[src/rtl/ielr_pkg.sv]
`default_nettype none
// ----------------------------------------------------------------------------
// ielr_pkg
// Types and constants shared by the edge line rasterizer modules.
// ----------------------------------------------------------------------------
package ielr_pkg;
  localparam int POS_W   = 34;
  localparam int PIX_W   = 18;
  localparam int COLOR_W = 24;
  localparam int CFG_W   = 13;
  localparam int CFG_IDX_W = 2;
  localparam int HGT_W   = 11;
  localparam int ZOOM_W  = 7;
  localparam int SH_W    = 13;

  localparam logic [COLOR_W-1:0] RED_RGB   = 24'he80c0c;
  localparam logic [COLOR_W-1:0] WHITE_RGB = 24'hffffff;
  localparam logic [63:0] COS_Q32 = 64'd3284972181;
  localparam logic [63:0] SIN_Q32 = 64'd2766893898;

  localparam logic [CFG_IDX_W-1:0] REG_ZOOM   = 2'd0;
  localparam logic [CFG_IDX_W-1:0] REG_HOFF   = 2'd1;
  localparam logic [CFG_IDX_W-1:0] REG_SHIFTX = 2'd2;
  localparam logic [CFG_IDX_W-1:0] REG_SHIFTY = 2'd3;

  localparam logic FUNC_START = 1'b0;
  localparam logic FUNC_STEP  = 1'b1;

  typedef enum logic [2:0] {
    ST_IDLE, ST_MUL, ST_SUM, ST_DIFF, ST_DIV, ST_RUN
  } back_state_t;
endpackage
`default_nettype wire

[src/rtl/ielr_if.sv]
`default_nettype none
// ----------------------------------------------------------------------------
// ielr_in_if / ielr_out_if
// Valid/ready channels for edge items and pixel words.
// ----------------------------------------------------------------------------
interface ielr_in_if #(parameter int GRID_BITS = 10);
  logic                        valid;
  logic                        ready;
  logic                        func;
  logic [GRID_BITS-1:0]        start_col;
  logic [GRID_BITS-1:0]        start_row;
  logic [GRID_BITS-1:0]        end_col;
  logic [GRID_BITS-1:0]        end_row;
  logic signed [10:0]          start_height;
  logic signed [10:0]          end_height;
  modport source (output valid, func, start_col, start_row, end_col, end_row,
                  start_height, end_height, input ready);
  modport sink (input valid, func, start_col, start_row, end_col, end_row,
                start_height, end_height, output ready);
endinterface

interface ielr_out_if;
  logic               valid;
  logic               ready;
  logic signed [17:0] pixel_x;
  logic signed [17:0] pixel_y;
  logic [23:0]        pixel_color;
  logic               last_pixel;
  modport source (output valid, pixel_x, pixel_y, pixel_color, last_pixel,
                  input ready);
  modport sink (input valid, pixel_x, pixel_y, pixel_color, last_pixel,
                output ready);
endinterface
`default_nettype wire

[src/rtl/ielr_queue.sv]
`default_nettype none
// ----------------------------------------------------------------------------
// ielr_queue
// Two-entry FIFO between the front and the back part.
// ----------------------------------------------------------------------------
module ielr_queue #(
  parameter int W = 8
) (
  input  wire logic         clk,
  input  wire logic         rst_n,
  input  wire logic         wr_valid,
  output logic              wr_ready,
  input  wire logic [W-1:0] wr_data,
  output logic              rd_valid,
  input  wire logic         rd_ready,
  output logic [W-1:0]      rd_data
);
  logic [W-1:0] mem_r [2];
  logic         wp_r, rp_r;
  logic [1:0]   cnt_r;
  logic         wr_en, rd_en;

  assign wr_ready = (cnt_r != 2'd2);
  assign rd_valid = (cnt_r != 2'd0);
  assign rd_data  = mem_r[rp_r];
  assign wr_en    = wr_valid && wr_ready;
  assign rd_en    = rd_valid && rd_ready;

  always_ff @(posedge clk) begin
    if (wr_en) begin
      mem_r[wp_r] <= wr_data;
    end
    if (!rst_n) begin
      wp_r  <= 1'b0;
      rp_r  <= 1'b0;
      cnt_r <= 2'd0;
    end else begin
      if (wr_en) wp_r <= ~wp_r;
      if (rd_en) rp_r <= ~rp_r;
      cnt_r <= cnt_r + {1'b0, wr_en} - {1'b0, rd_en};
    end
  end
endmodule
`default_nettype wire

[src/rtl/ielr_front.sv]
`default_nettype none
// ----------------------------------------------------------------------------
// ielr_front
// Accepts items, adjusts heights, picks the edge color and scales the grid.
// ----------------------------------------------------------------------------
module ielr_front
  import ielr_pkg::*;
#(
  parameter int GRID_BITS = 10,
  parameter int ZG_W = GRID_BITS + ZOOM_W
) (
  input  wire logic                   clk,
  input  wire logic                   rst_n,
  ielr_in_if.sink                     in_ch,
  input  wire logic [ZOOM_W-1:0]      zoom,
  input  wire logic signed [HGT_W-1:0] hoff,
  output logic                        q_valid,
  input  wire logic                   q_ready,
  output logic [2*HGT_W+4*ZG_W+COLOR_W+2:0] q_data
);
  logic signed [HGT_W:0] hs, he;
  logic [COLOR_W-1:0]    col;
  logic [ZG_W-1:0]       zsc, zsr, zec, zer;

  always_comb begin
    hs = (in_ch.start_height != '0) ?
         (HGT_W+1)'(in_ch.start_height) + (HGT_W+1)'(hoff) : '0;
    he = (in_ch.end_height != '0) ?
         (HGT_W+1)'(in_ch.end_height) + (HGT_W+1)'(hoff) : '0;
    col = (hs > 0 || he > 0) ? RED_RGB : WHITE_RGB;
    zsc = ZG_W'(in_ch.start_col) * ZG_W'(zoom);
    zsr = ZG_W'(in_ch.start_row) * ZG_W'(zoom);
    zec = ZG_W'(in_ch.end_col) * ZG_W'(zoom);
    zer = ZG_W'(in_ch.end_row) * ZG_W'(zoom);
  end

  // adjusted heights need 12 bits
  assign in_ch.ready = q_ready;
  assign q_valid = in_ch.valid;
  assign q_data = {in_ch.func, hs, he, zsc, zsr, zec, zer, col};
endmodule
`default_nettype wire

[src/rtl/ielr_back.sv]
`default_nettype none
// ----------------------------------------------------------------------------
// ielr_back
// Projects the edge, divides for DDA steps and walks pixels.
// ----------------------------------------------------------------------------
module ielr_back
  import ielr_pkg::*;
#(
  parameter int FRAC_BITS = 16,
  parameter int GRID_BITS = 10,
  parameter int ZG_W = GRID_BITS + ZOOM_W
) (
  input  wire logic                    clk,
  input  wire logic                    rst_n,
  input  wire logic                    q_valid,
  output logic                         q_ready,
  input  wire logic [2*HGT_W+4*ZG_W+COLOR_W+2:0] q_data,
  input  wire logic signed [SH_W-1:0]  shx,
  input  wire logic signed [SH_W-1:0]  shy,
  ielr_out_if.source                   out_ch,
  output logic                         busy
);
  localparam int QW = FRAC_BITS + 1;
  localparam int SW = PIX_W;
  localparam int DW = POS_W + 1;
  localparam int PM_W = ZG_W + FRAC_BITS + 2;
  localparam int DC_W = $clog2(FRAC_BITS + 1);
  localparam logic [63:0] CQ = (COS_Q32 + (64'd1 << (31 - FRAC_BITS))) >> (32 - FRAC_BITS);
  localparam logic [63:0] SQ = (SIN_Q32 + (64'd1 << (31 - FRAC_BITS))) >> (32 - FRAC_BITS);
  localparam logic [FRAC_BITS:0] CQ_N = CQ[FRAC_BITS:0];
  localparam logic [FRAC_BITS:0] SQ_N = SQ[FRAC_BITS:0];
  localparam logic [DW-1:0] ONE = DW'(64'd1 << FRAC_BITS);

  back_state_t st_r, st_nxt;

  logic                  func;
  logic signed [HGT_W:0] hs, he;
  logic [ZG_W-1:0]       zsc, zsr, zec, zer;
  logic [COLOR_W-1:0]    col;

  logic signed [POS_W-1:0] ax_r, ay_r, bx_r, by_r;
  logic signed [POS_W-1:0] cx_r, cy_r, tx_r, ty_r;
  logic signed [SW-1:0]    sx_r, sy_r;
  logic [COLOR_W-1:0]      col_r, ecol_r;
  logic signed [HGT_W:0]   hs_r, he_r;
  logic [DW-1:0]           big_r, rx_r, ry_r;
  logic                    nx_r, ny_r;
  logic [QW-1:0]           qx_r, qy_r;
  logic [DC_W-1:0]         dc_r;
  logic                    ov_r;

  logic signed [DW-1:0]    dx, dy, ndx, ndy;
  logic signed [POS_W-1:0] ncx, ncy;
  logic [DW-1:0]           mdx, mdy;
  logic                    far_c, far_n;

  logic signed [ZG_W:0]    ddx_s, ddx_e;
  logic [ZG_W:0]           sm_s, sm_e;
  logic signed [PM_W-1:0]  pxs, pxe;
  logic [PM_W-1:0]         pys, pye;

  assign {func, hs, he, zsc, zsr, zec, zer, col} = q_data;

  function automatic logic [DW-1:0] mag(input logic signed [DW-1:0] v);
    mag = v[DW-1] ? DW'(-v) : v;
  endfunction

  function automatic logic signed [PIX_W-1:0] trunc_pix(input logic signed [POS_W-1:0] v);
    logic signed [POS_W-1:0] t;
    t = v[POS_W-1] ? v + POS_W'(ONE - 1) : v;
    trunc_pix = PIX_W'(t >>> FRAC_BITS);
  endfunction

  always_comb begin
    ddx_s = $signed({1'b0, zsc}) - $signed({1'b0, zsr});
    ddx_e = $signed({1'b0, zec}) - $signed({1'b0, zer});
    sm_s  = {1'b0, zsc} + {1'b0, zsr};
    sm_e  = {1'b0, zec} + {1'b0, zer};
    pxs   = ddx_s * $signed(CQ_N);
    pxe   = ddx_e * $signed(CQ_N);
    pys   = sm_s * SQ_N;
    pye   = sm_e * SQ_N;
  end

  always_comb begin
    dx  = DW'(tx_r) - DW'(cx_r);
    dy  = DW'(ty_r) - DW'(cy_r);
    far_c = mag(dx) >= ONE || mag(dy) >= ONE;
    ncx = cx_r + POS_W'(sx_r);
    ncy = cy_r + POS_W'(sy_r);
    ndx = DW'(tx_r) - DW'(ncx);
    ndy = DW'(ty_r) - DW'(ncy);
    far_n = mag(ndx) >= ONE || mag(ndy) >= ONE;
    mdx = mag(dx);
    mdy = mag(dy);
  end

  logic act_r;
  logic out_free;
  assign out_free = !out_ch.valid || out_ch.ready;

  always_comb begin
    st_nxt  = st_r;
    q_ready = 1'b0;
    unique case (st_r)
      ST_IDLE, ST_RUN: begin
        if (q_valid) begin
          if (func == FUNC_START) begin
            q_ready = 1'b1;
            st_nxt  = ST_MUL;
          end else if (!act_r || !far_c) begin
            q_ready = 1'b1;
          end else if (out_free) begin
            q_ready = 1'b1;
          end
        end
      end
      ST_MUL:  st_nxt = ST_SUM;
      ST_SUM:  st_nxt = ST_DIFF;
      ST_DIFF: st_nxt = ST_DIV;
      ST_DIV:  if (dc_r == DC_W'(FRAC_BITS) || ov_r) st_nxt = ST_RUN;
      default: st_nxt = ST_IDLE;
    endcase
  end

  assign busy = (st_r != ST_IDLE && st_r != ST_RUN) || q_valid || out_ch.valid;

  logic step_take;
  assign step_take = (st_r == ST_IDLE || st_r == ST_RUN) && q_valid &&
                     func == FUNC_STEP && act_r && far_c && out_free;

  always_ff @(posedge clk) begin
    if (!rst_n) begin
      st_r  <= ST_IDLE;
      act_r <= 1'b0;
      cx_r <= '0; cy_r <= '0; tx_r <= '0; ty_r <= '0;
      sx_r <= '0; sy_r <= '0;
      ecol_r <= WHITE_RGB;
      out_ch.valid <= 1'b0;
    end else begin
      st_r <= st_nxt;
      if (out_ch.valid && out_ch.ready) out_ch.valid <= 1'b0;
      unique case (st_r)
        ST_IDLE, ST_RUN: begin
          if (q_valid && q_ready) begin
            if (func == FUNC_START) begin
              act_r <= 1'b0;
              ax_r <= POS_W'(pxs);
              ay_r <= POS_W'(pys);
              bx_r <= POS_W'(pxe);
              by_r <= POS_W'(pye);
              hs_r <= hs; he_r <= he; col_r <= col;
            end else if (step_take) begin
              out_ch.valid       <= 1'b1;
              out_ch.pixel_x     <= trunc_pix(cx_r);
              out_ch.pixel_y     <= trunc_pix(cy_r);
              out_ch.pixel_color <= ecol_r;
              out_ch.last_pixel  <= !far_n;
              cx_r <= ncx; cy_r <= ncy;
              if (!far_n) act_r <= 1'b0;
            end else begin
              act_r <= 1'b0;
            end
          end
        end
        ST_MUL: begin
          cx_r <= ax_r + (POS_W'(shx) << FRAC_BITS);
          cy_r <= ay_r - (POS_W'(hs_r) << FRAC_BITS) + (POS_W'(shy) << FRAC_BITS);
          tx_r <= bx_r + (POS_W'(shx) << FRAC_BITS);
          ty_r <= by_r - (POS_W'(he_r) << FRAC_BITS) + (POS_W'(shy) << FRAC_BITS);
          ecol_r <= col_r;
        end
        ST_SUM: begin
          big_r <= (mdx > mdy) ? mdx : mdy;
          rx_r <= mdx; ry_r <= mdy;
          nx_r <= dx[DW-1]; ny_r <= dy[DW-1];
          act_r <= far_c;
        end
        ST_DIFF: begin
          qx_r <= '0; qy_r <= '0; dc_r <= '0;
          ov_r <= (big_r == '0);
          if (big_r != '0) begin
            if (rx_r >= big_r) begin qx_r <= QW'(ONE); rx_r <= '0; end
            if (ry_r >= big_r) begin qy_r <= QW'(ONE); ry_r <= '0; end
          end
        end
        ST_DIV: begin
          if (!ov_r && dc_r != DC_W'(FRAC_BITS)) begin
            dc_r <= dc_r + 1'b1;
            // a major axis already holds its full step
            if (!qx_r[QW-1]) begin
              if ({rx_r, 1'b0} >= {1'b0, big_r}) begin
                rx_r <= DW'({rx_r, 1'b0} - {1'b0, big_r});
                qx_r <= {qx_r[QW-2:0], 1'b1};
              end else begin
                rx_r <= rx_r << 1;
                qx_r <= {qx_r[QW-2:0], 1'b0};
              end
            end
            if (!qy_r[QW-1]) begin
              if ({ry_r, 1'b0} >= {1'b0, big_r}) begin
                ry_r <= DW'({ry_r, 1'b0} - {1'b0, big_r});
                qy_r <= {qy_r[QW-2:0], 1'b1};
              end else begin
                ry_r <= ry_r << 1;
                qy_r <= {qy_r[QW-2:0], 1'b0};
              end
            end
          end
          if (st_nxt == ST_RUN) begin
            sx_r <= nx_r ? -SW'(qx_r) : SW'(qx_r);
            sy_r <= ny_r ? -SW'(qy_r) : SW'(qy_r);
          end
        end
        default: ;
      endcase
    end
  end
endmodule
`default_nettype wire

[src/rtl/isometric_edge_line_rasterizer.sv]
`default_nettype none
// ----------------------------------------------------------------------------
// isometric_edge_line_rasterizer
// Projects a grid edge isometrically and walks its pixels with a DDA.
//
//  channel | dir | fields
//  in_     | in  | func, start/end col/row, start/end height
//  out_    | out | pixel_x, pixel_y, pixel_color, last_pixel
//  cfg_    | in  | we, idx, data (zoom, height offset, shift x/y)
//
// Step words are taken while the output register is free; a start word holds
// the back part through ST_MUL, ST_SUM, ST_DIFF and the one-bit-a-cycle ST_DIV step divider.
// Synchronous active-low reset; no clearing pass.
// A pixel held in the output register stalls the next step word; the queue
// still takes up to two words.
// ----------------------------------------------------------------------------
module isometric_edge_line_rasterizer
  import ielr_pkg::*;
#(
  parameter int FRAC_BITS = 16,
  parameter int GRID_BITS = 10
) (
  input  wire logic               clk,
  input  wire logic               rst_n,
  ielr_in_if.sink                 in_ch,
  ielr_out_if.source              out_ch,
  input  wire logic               cfg_we,
  input  wire logic [CFG_IDX_W-1:0] cfg_idx,
  input  wire logic [CFG_W-1:0]   cfg_data
);
  localparam int ZG_W = GRID_BITS + ZOOM_W;
  localparam int QD_W = 2*HGT_W + 4*ZG_W + COLOR_W + 3;

  logic [ZOOM_W-1:0]      zoom_r;
  logic signed [HGT_W-1:0] hoff_r;
  logic signed [SH_W-1:0] shx_r, shy_r;

  always_ff @(posedge clk) begin
    if (!rst_n) begin
      zoom_r <= ZOOM_W'(20);
      hoff_r <= '0;
      shx_r  <= SH_W'(400);
      shy_r  <= SH_W'(300);
    end else if (cfg_we) begin
      unique case (cfg_idx)
        REG_ZOOM:   zoom_r <= cfg_data[ZOOM_W-1:0];
        REG_HOFF:   hoff_r <= cfg_data[HGT_W-1:0];
        REG_SHIFTX: shx_r  <= cfg_data;
        REG_SHIFTY: shy_r  <= cfg_data;
        default: ;
      endcase
    end
  end

  logic            fq_valid, fq_ready, bq_valid, bq_ready, busy;
  logic [QD_W-1:0] fq_data, bq_data;

  ielr_front #(.GRID_BITS(GRID_BITS)) u_front (
    .clk, .rst_n, .in_ch, .zoom(zoom_r), .hoff(hoff_r),
    .q_valid(fq_valid), .q_ready(fq_ready), .q_data(fq_data));

  ielr_queue #(.W(QD_W)) u_queue (
    .clk, .rst_n, .wr_valid(fq_valid), .wr_ready(fq_ready), .wr_data(fq_data),
    .rd_valid(bq_valid), .rd_ready(bq_ready), .rd_data(bq_data));

  ielr_back #(.FRAC_BITS(FRAC_BITS), .GRID_BITS(GRID_BITS)) u_back (
    .clk, .rst_n, .q_valid(bq_valid), .q_ready(bq_ready), .q_data(bq_data),
    .shx(shx_r), .shy(shy_r), .out_ch, .busy);

`ifndef NO_ASSERTIONS
  a_color: assert property (@(posedge clk) disable iff (!rst_n)
    out_ch.valid |-> (out_ch.pixel_color == RED_RGB || out_ch.pixel_color == WHITE_RGB))
    else $error("bad pixel color");
  a_hold: assert property (@(posedge clk) disable iff (!rst_n)
    out_ch.valid && !out_ch.ready |=> out_ch.valid && $stable(out_ch.pixel_x))
    else $error("pixel dropped while stalled");
  a_busy: assert property (@(posedge clk) disable iff (!rst_n)
    out_ch.valid |-> busy)
    else $error("busy low with pending pixel");
`endif
endmodule
`default_nettype wire
[src/flat_wrapper.sv]
// flat-port wrapper written by rule: the top's interface ports become plain ports
module isometric_edge_line_rasterizer_flat import ielr_pkg::*;
#(
  parameter int FRAC_BITS = 16,
  parameter int GRID_BITS = 10
)
  (clk, rst_n, cfg_we, cfg_idx, cfg_data, in_ch_valid, in_ch_func, in_ch_start_col, in_ch_start_row, in_ch_end_col, in_ch_end_row, in_ch_start_height, in_ch_end_height, in_ch_ready, out_ch_valid, out_ch_pixel_x, out_ch_pixel_y, out_ch_pixel_color, out_ch_last_pixel, out_ch_ready);
  ielr_in_if #(.GRID_BITS(GRID_BITS)) in_ch_i ();
  ielr_out_if out_ch_i ();
  input  wire logic clk;
  input  wire logic rst_n;
  input  wire logic cfg_we;
  input  wire logic [CFG_IDX_W-1:0] cfg_idx;
  input  wire logic [CFG_W-1:0] cfg_data;
  input wire logic [$bits(in_ch_i.valid)-1:0] in_ch_valid;
  input wire logic [$bits(in_ch_i.func)-1:0] in_ch_func;
  input wire logic [$bits(in_ch_i.start_col)-1:0] in_ch_start_col;
  input wire logic [$bits(in_ch_i.start_row)-1:0] in_ch_start_row;
  input wire logic [$bits(in_ch_i.end_col)-1:0] in_ch_end_col;
  input wire logic [$bits(in_ch_i.end_row)-1:0] in_ch_end_row;
  input wire logic [$bits(in_ch_i.start_height)-1:0] in_ch_start_height;
  input wire logic [$bits(in_ch_i.end_height)-1:0] in_ch_end_height;
  output wire logic [$bits(in_ch_i.ready)-1:0] in_ch_ready;
  output wire logic [$bits(out_ch_i.valid)-1:0] out_ch_valid;
  output wire logic [$bits(out_ch_i.pixel_x)-1:0] out_ch_pixel_x;
  output wire logic [$bits(out_ch_i.pixel_y)-1:0] out_ch_pixel_y;
  output wire logic [$bits(out_ch_i.pixel_color)-1:0] out_ch_pixel_color;
  output wire logic [$bits(out_ch_i.last_pixel)-1:0] out_ch_last_pixel;
  input wire logic [$bits(out_ch_i.ready)-1:0] out_ch_ready;
  assign in_ch_i.valid = in_ch_valid;
  assign in_ch_i.func = in_ch_func;
  assign in_ch_i.start_col = in_ch_start_col;
  assign in_ch_i.start_row = in_ch_start_row;
  assign in_ch_i.end_col = in_ch_end_col;
  assign in_ch_i.end_row = in_ch_end_row;
  assign in_ch_i.start_height = in_ch_start_height;
  assign in_ch_i.end_height = in_ch_end_height;
  assign in_ch_ready = in_ch_i.ready;
  assign out_ch_valid = out_ch_i.valid;
  assign out_ch_pixel_x = out_ch_i.pixel_x;
  assign out_ch_pixel_y = out_ch_i.pixel_y;
  assign out_ch_pixel_color = out_ch_i.pixel_color;
  assign out_ch_last_pixel = out_ch_i.last_pixel;
  assign out_ch_i.ready = out_ch_ready;
  isometric_edge_line_rasterizer #(.FRAC_BITS(FRAC_BITS), .GRID_BITS(GRID_BITS)) u_core (.clk(clk), .rst_n(rst_n), .in_ch(in_ch_i), .out_ch(out_ch_i), .cfg_we(cfg_we), .cfg_idx(cfg_idx), .cfg_data(cfg_data));
endmodule
[config.mk]
export PLATFORM = sky130hd
export DESIGN_NAME = isometric_edge_line_rasterizer_flat
export DESIGN_NICKNAME = d
export VERILOG_FILES = /design/src/rtl/ielr_pkg.sv /design/src/rtl/ielr_if.sv /design/src/rtl/ielr_queue.sv /design/src/rtl/ielr_front.sv /design/src/rtl/ielr_back.sv /design/src/rtl/isometric_edge_line_rasterizer.sv /design/src/flat_wrapper.sv
export SDC_FILE = /design/constraint.sdc
export NUM_CORES = 2
export LEC_CHECK = 0
export ABC_AREA = 1
export BUFFER_PORTS_ARGS = -buffer_cell sky130_fd_sc_hd__buf_2
export CAP_MARGIN = 10
export CORE_UTILIZATION = 60
export DETAILED_ROUTE_END_ITERATION = 6
export PLACE_DENSITY = 0.76
export SETUP_SLACK_MARGIN = 0.5
export SYNTH_ARGS = -nofsm -noshare
export SYNTH_HDL_FRONTEND = slang
export SYNTH_HIERARCHICAL = 1
export SYNTH_SLANG_ARGS = --single-unit
export TNS_END_PERCENT = 5
[constraint.sdc]
create_clock -name clk -period 26.4 [get_ports clk]
set_input_delay 5.28 -clock clk [delete_from_list [all_inputs] [get_ports clk]]
set_output_delay 5.28 -clock clk [all_outputs]
set_load 0.02 [all_outputs]
* After elaboration in Yosys (flattened, before gate mapping)
Memories as Yosys holds them, arrays and structs flattened. A register that Yosys moved wholly into a read port is not among the register bits. Index checks and enable logic that the tools add are counted.
Word-level totals: input bits 83, output and inout bits 63, register bits 641, logic and storage cells 235, memories kept 1, RAM bits 228
Cells by class: $add $sub $neg 31, multiplexer cells 69, multipliers 8, bitwise gates (word level) 3, reduce and logical (&&, ||, !) cells 49, magnitude comparators 11, equality and inequality tests 22
Memory list:
- u_core.u_queue.mem_r | words 2, bits a word 114, read ports 1, clocked after memory_dff 1, wr ports 1, line ielr_queue.sv:18 | logic [W-1:0] mem_r [2];
Operators with widths (count):
- 35-bit two-way mux | 15
- 35-bit case mux with 3 select lines | 2
- 34-bit two-way mux | 6
- 35-bit by 17-bit greater-or-equal comparator with 1-bit output, second input constant | 4
- 35-bit negation | 4
- 34-bit by 34-bit subtractor with 35-bit output | 4
- 34-bit by 29-bit adder with 34-bit output | 4
- 17-bit two-way mux | 8
- 34-bit case mux with 2 select lines | 2
- 36-bit by 35-bit greater-or-equal comparator with 1-bit output | 2
- 35-bit greater-or-equal comparator | 2
- 35-bit subtractor | 2
- 34-bit by 16-bit adder with 34-bit output, second input constant | 2
- 34-bit by 18-bit adder with 34-bit output | 2
- 10-bit by 7-bit multiplier with 17-bit output | 4
- 18-bit by 16-bit multiplier with 34-bit output, second input constant | 2
- 18-bit by 17-bit multiplier with 34-bit output, second input constant | 2
- 17-bit case mux with 2 select lines | 2
- 34-bit by 28-bit subtractor with 34-bit output | 2
- 33-bit two-way mux | 2
- 17-bit by 17-bit adder with 18-bit output | 2
- 18-bit two-way mux | 2
- 17-bit negation with 18-bit output | 2
- 17-bit by 17-bit subtractor with 18-bit output | 2
- 41 further kinds | 112

* Depth between registers and ports, before layout
depth after elaboration 14, gate-level depth with buffers 48, mapped depth without buffers 46

* Hierarchy
The synthesis kept the hierarchy.
By module, submodules not included:
- ielr_back | sequential area each 15715.1 um^2, area each 74640.3 um^2, cells each 9748, times used 1
- ielr_front | sequential area each 0.0 um^2, area each 10933.0 um^2, cells each 1650, times used 1
- ielr_queue | sequential area each 7126.8 um^2, area each 8793.4 um^2, cells each 400, times used 1
- isometric_edge_line_rasterizer | sequential area each 880.8 um^2, area each 1784.2 um^2, cells each 270, times used 1

* Worst setup path before layout
Ideal clock, no wire load.
path type input to register, start point in in_ch_valid, end point mem u_core/u_queue/mem_r[0][0] (netlist bit), enable pin, path buffers 1, setup slack 15497 ps, arrival 10309 ps, data required time 25806 ps, cell stages on the path 3, library setup time 594 ps, path through buf_4 nand2_1 nor2_1
On the way: word-level cells in the longest chain between the ends 3
RTL lines:
- from (decl) | line flat_wrapper.sv:15 | input wire logic [$bits(in_ch_i.valid)-1:0] in_ch_valid;
- 1-bit logical AND | line ielr_queue.sv:26 | assign wr_en = wr_valid && wr_ready;
- 1-bit two-way mux | line ielr_queue.sv:30 | if (wr_en) begin
- 1-bit two-way mux (implied by the code) | line ielr_queue.sv:31 | mem_r[wp_r] <= wr_data;
- to (decl) | line ielr_queue.sv:18
No other way between the ends.

==> results.md <==
Die:
- The I/O pin count is between 100 and 150.
- The initial utilization of the core area, before any placement, comes to 0.606.
- The number of rows created at floorplan is 146.
- The die is roughly 400 um wide.
- The core region is approximately 0.16 mm^2.
- The floorplan step defined a die boundary enclosing 0.162 mm^2.
- Measured along the y axis, the die boundary spans 402 um.

Synthesis:
- The post-synthesis instance area is between 0.09 and 0.1 mm^2.
- The synthesized netlist cell count is around 12,000.
- Yosys printed 6 warnings.
- Averaged over all synthesized cells, the footprint is 7.97 um^2.

Clock tree:
- In this run the clock root is driven by a clkbuf_16.
- CTS saw 873 sinks.
- Clock latency on the worst-skew pair, taken at its later pin, is ~0.76 ns.
- The hold buffer count at cts is 0.
- Once the clock tree was built, the setup fixing pass inserted 0 buffers.
- Counting along the longest clock path gives a buffer depth of 3.
- TritonCTS built the clock tree.
- The level count of the clock H-tree is 3.
- The number of clock buffers inserted by TritonCTS is 99.
- Clock-pin slew was measured on the worst setup and hold paths at 0.06 ns.
- The post-cts repair resize count is 0.

Timing:
- The final clock skew is ~0.057 ns.
- The final total negative setup slack is 0 ns.
- The final setup violation count is 0.
- The number of pins exceeding their max-slew limit in the final report came to 0.
- Measured against its own limit, the worst slew margin works out to 0.189.
- The transition time at the pin with the least slew margin is 1.21 ns.
- Dividing the final minimum period by the clock period gives 0.401.
- Setup repair after global routing left no endpoint under its margin.
- The hold violation total from the final report is 0.
- The maximum clock rate is 94.4 MHz.
- The time the final worst path needs with I/O delays and setup is around 11 ns.

Run status:
- The flow ran to the end, and the final reports show no timing, DRC or antenna violations.

Routing:
- The vias after detailed routing is 81,193.
- The post-detailed-routing wire length is 283,000 um.
- The via density per instance is about 5.7.
- The number of detailed-routing iterations run before antenna repair is 6.
- The number of violations reported at the end of detailed-routing iteration 0 is 6,402.
- After detailed routing, the number of remaining DRC violations is 0.
- The average routed wire per standard cell is 19.8 um.
- The remaining antenna violation count after routing is 0.

Critical path:
- The critical path is of the reg2reg type.
- The most common cell type on the critical path is a21oi_1.
- The critical path data arrival time is 11.08 ns.
- The slowest stage cell on the critical path is buf_4.
- The worst setup path is captured at a register.
- In this design, the stage delay of the slowest critical-path cell is 0.70 ns.
- STA classifies the critical path startpoint as a register.
- The maximum net fanout on the critical path is 58.
- The required time of the critical path is 26.89 ns.

Final layout:
- Summing all multi-input logic gate instances after layout gives around 0.063 mm^2.
- The count of filler cells inserted in the layout is roughly 14,000.
- Of the cells placed in the final design, the portion with a size suffix greater than 1 is 0.0497.
- After the last flow step, the layout net total stands at about 14,000.
- After the flow finishes, the layout carries non-filler instances totaling between 10,000 and 15,000.
- Relative to the synthesized area, the layout overhead comes to 6.50%.
- Once layout is done, the placed cells without fillers occupy 0.102 mm^2.
- In the final layout, flip-flops and latches occupy ~0.024 mm^2.

Placed design:
- The HPWL after detailed placement is between 200,000 and 250,000 um.
- The cell area after placement is 0.0988 mm^2.
- Once placement completed, the tool counted placed cells totaling 14,110.
- The placer congestion estimate is slightly above 1.
- The number of buffers added on ports is roughly 150.

GRT:
- The number of antenna violations at the first check in global routing came to 9.
- Entering global routing, the biggest net connects between 80 and 90 pins.
- Across every metal layer, demand over resource in global routing totals 0.347.
- The via count of the first global-routing pass is ~80,000.
- The global-route wire length before repair is roughly 440,000 um.
- Global routing finished with a remaining overflow of 0.

Min path:
- The start point of the worst hold path is u_core/u_back/ecol_r[12]$_SDFFE_PN1P_.
- The worst hold path belongs to the class reg2reg.

Job:
- The count of maximum capacitance violations is 0.
state kept, by name (all words and copies together), names as in the netlist, 33 cells and up, named ones only:
signal	count
u_core/u_back/cx_r	34
u_core/u_back/ax_r	34
u_core/u_back/rx_r	35
u_core/u_back/big_r	35
u_core/u_back/tx_r	34
u_core/u_back/bx_r	34
u_core/u_back/ay_r	33
u_core/u_back/by_r	33
u_core/u_queue/mem_r	234
u_core/u_back/cy_r	34
u_core/u_back/ry_r	35
u_core/u_back/ty_r	33
worst max-delay path, delay by kind of cell (launching register included):
family | cells | cell delay [ns]
AOI/OAI and AO/OA | 20 | 3.63
muxes | 1 | 0.44
DFF | 1 | 0.65
buffers and inverters | 4 | 0.95
adders and majority gates | 8 | 3.69
xor gates and xnor gates | 2 | 0.65
and+or+nand+nor | 3 | 0.33
placed cells by master, fill, tap and decap left out, types with 28 or more instances in the layout:
cell / n
mux2_4: 30
clkbuf_16: 106
a21o_1: 28
xnor2_1: 147
ha_1: 1251
inv_1: 2242
a21oi_1: 836
buf_2: 144
nand3b_1: 34
buf_4: 46
o211ai_1: 43
o21ai_0: 502
dfxtp_1: 248
o21bai_1: 96
xor2_1: 447
nand2_1: 2520
edfxtp_1: 624
o22ai_1: 29
fa_1: 621
nor2_1: 878
nand4_1: 150
a31oi_1: 28
nand3_1: 562
mux2_2: 88
nor3_1: 103
routing by layer:
layer  up-vias  global-route usage  part of all wire
li1      39243                   -                 -
met1     38648               0.449              0.42
met2      2742               0.568              0.45
met3       550              0.0477             0.071
met4        10               0.178             0.056
met5         -                   0           0.00023
path summary, 6_finish.rpt:
| kind | to | slack [ns] | depth (start not counted) |
|---|---|---|---|
| setup / recovery | u_core/u_back/bx_r[33]$_DFFE_PP_ | 15.81 | 38 |
| hold / removal | u_core/u_back/out_ch.pixel_color[12]$_DFFE_PP_ | 0.43 | 0 |
| setup reg to reg | u_core/u_back/bx_r[33]$_DFFE_PP_ | 15.81 | 38 |
| hold reg to reg | u_core/u_back/out_ch.pixel_color[12]$_DFFE_PP_ | 0.43 | 0 |
layout make-up:
type	count	area share
timing repair buffer	191	0.0105
sequential	873	0.232
antenna	2	0.0000489
tap	2072	0.0253
clock buffer	137	0.0285
inverter	2272	0.0834
multi-input combinational	8702	0.614
clock inverter	50	0.00672
metrics by stage:
step	hold slack (ns)	setup WS, ns	util
floorplan	0.409	15.50	-
global placement	0.419	16.09	0.622
detailed placement	0.417	15.87	0.622
CTS	0.433	15.87	0.645
global route	0.451	14.96	0.645
finish	0.431	15.81	0.645
Power is not shown: default switching activity piles up to over one toggle a cycle in this logic, so the estimate is an artifact.
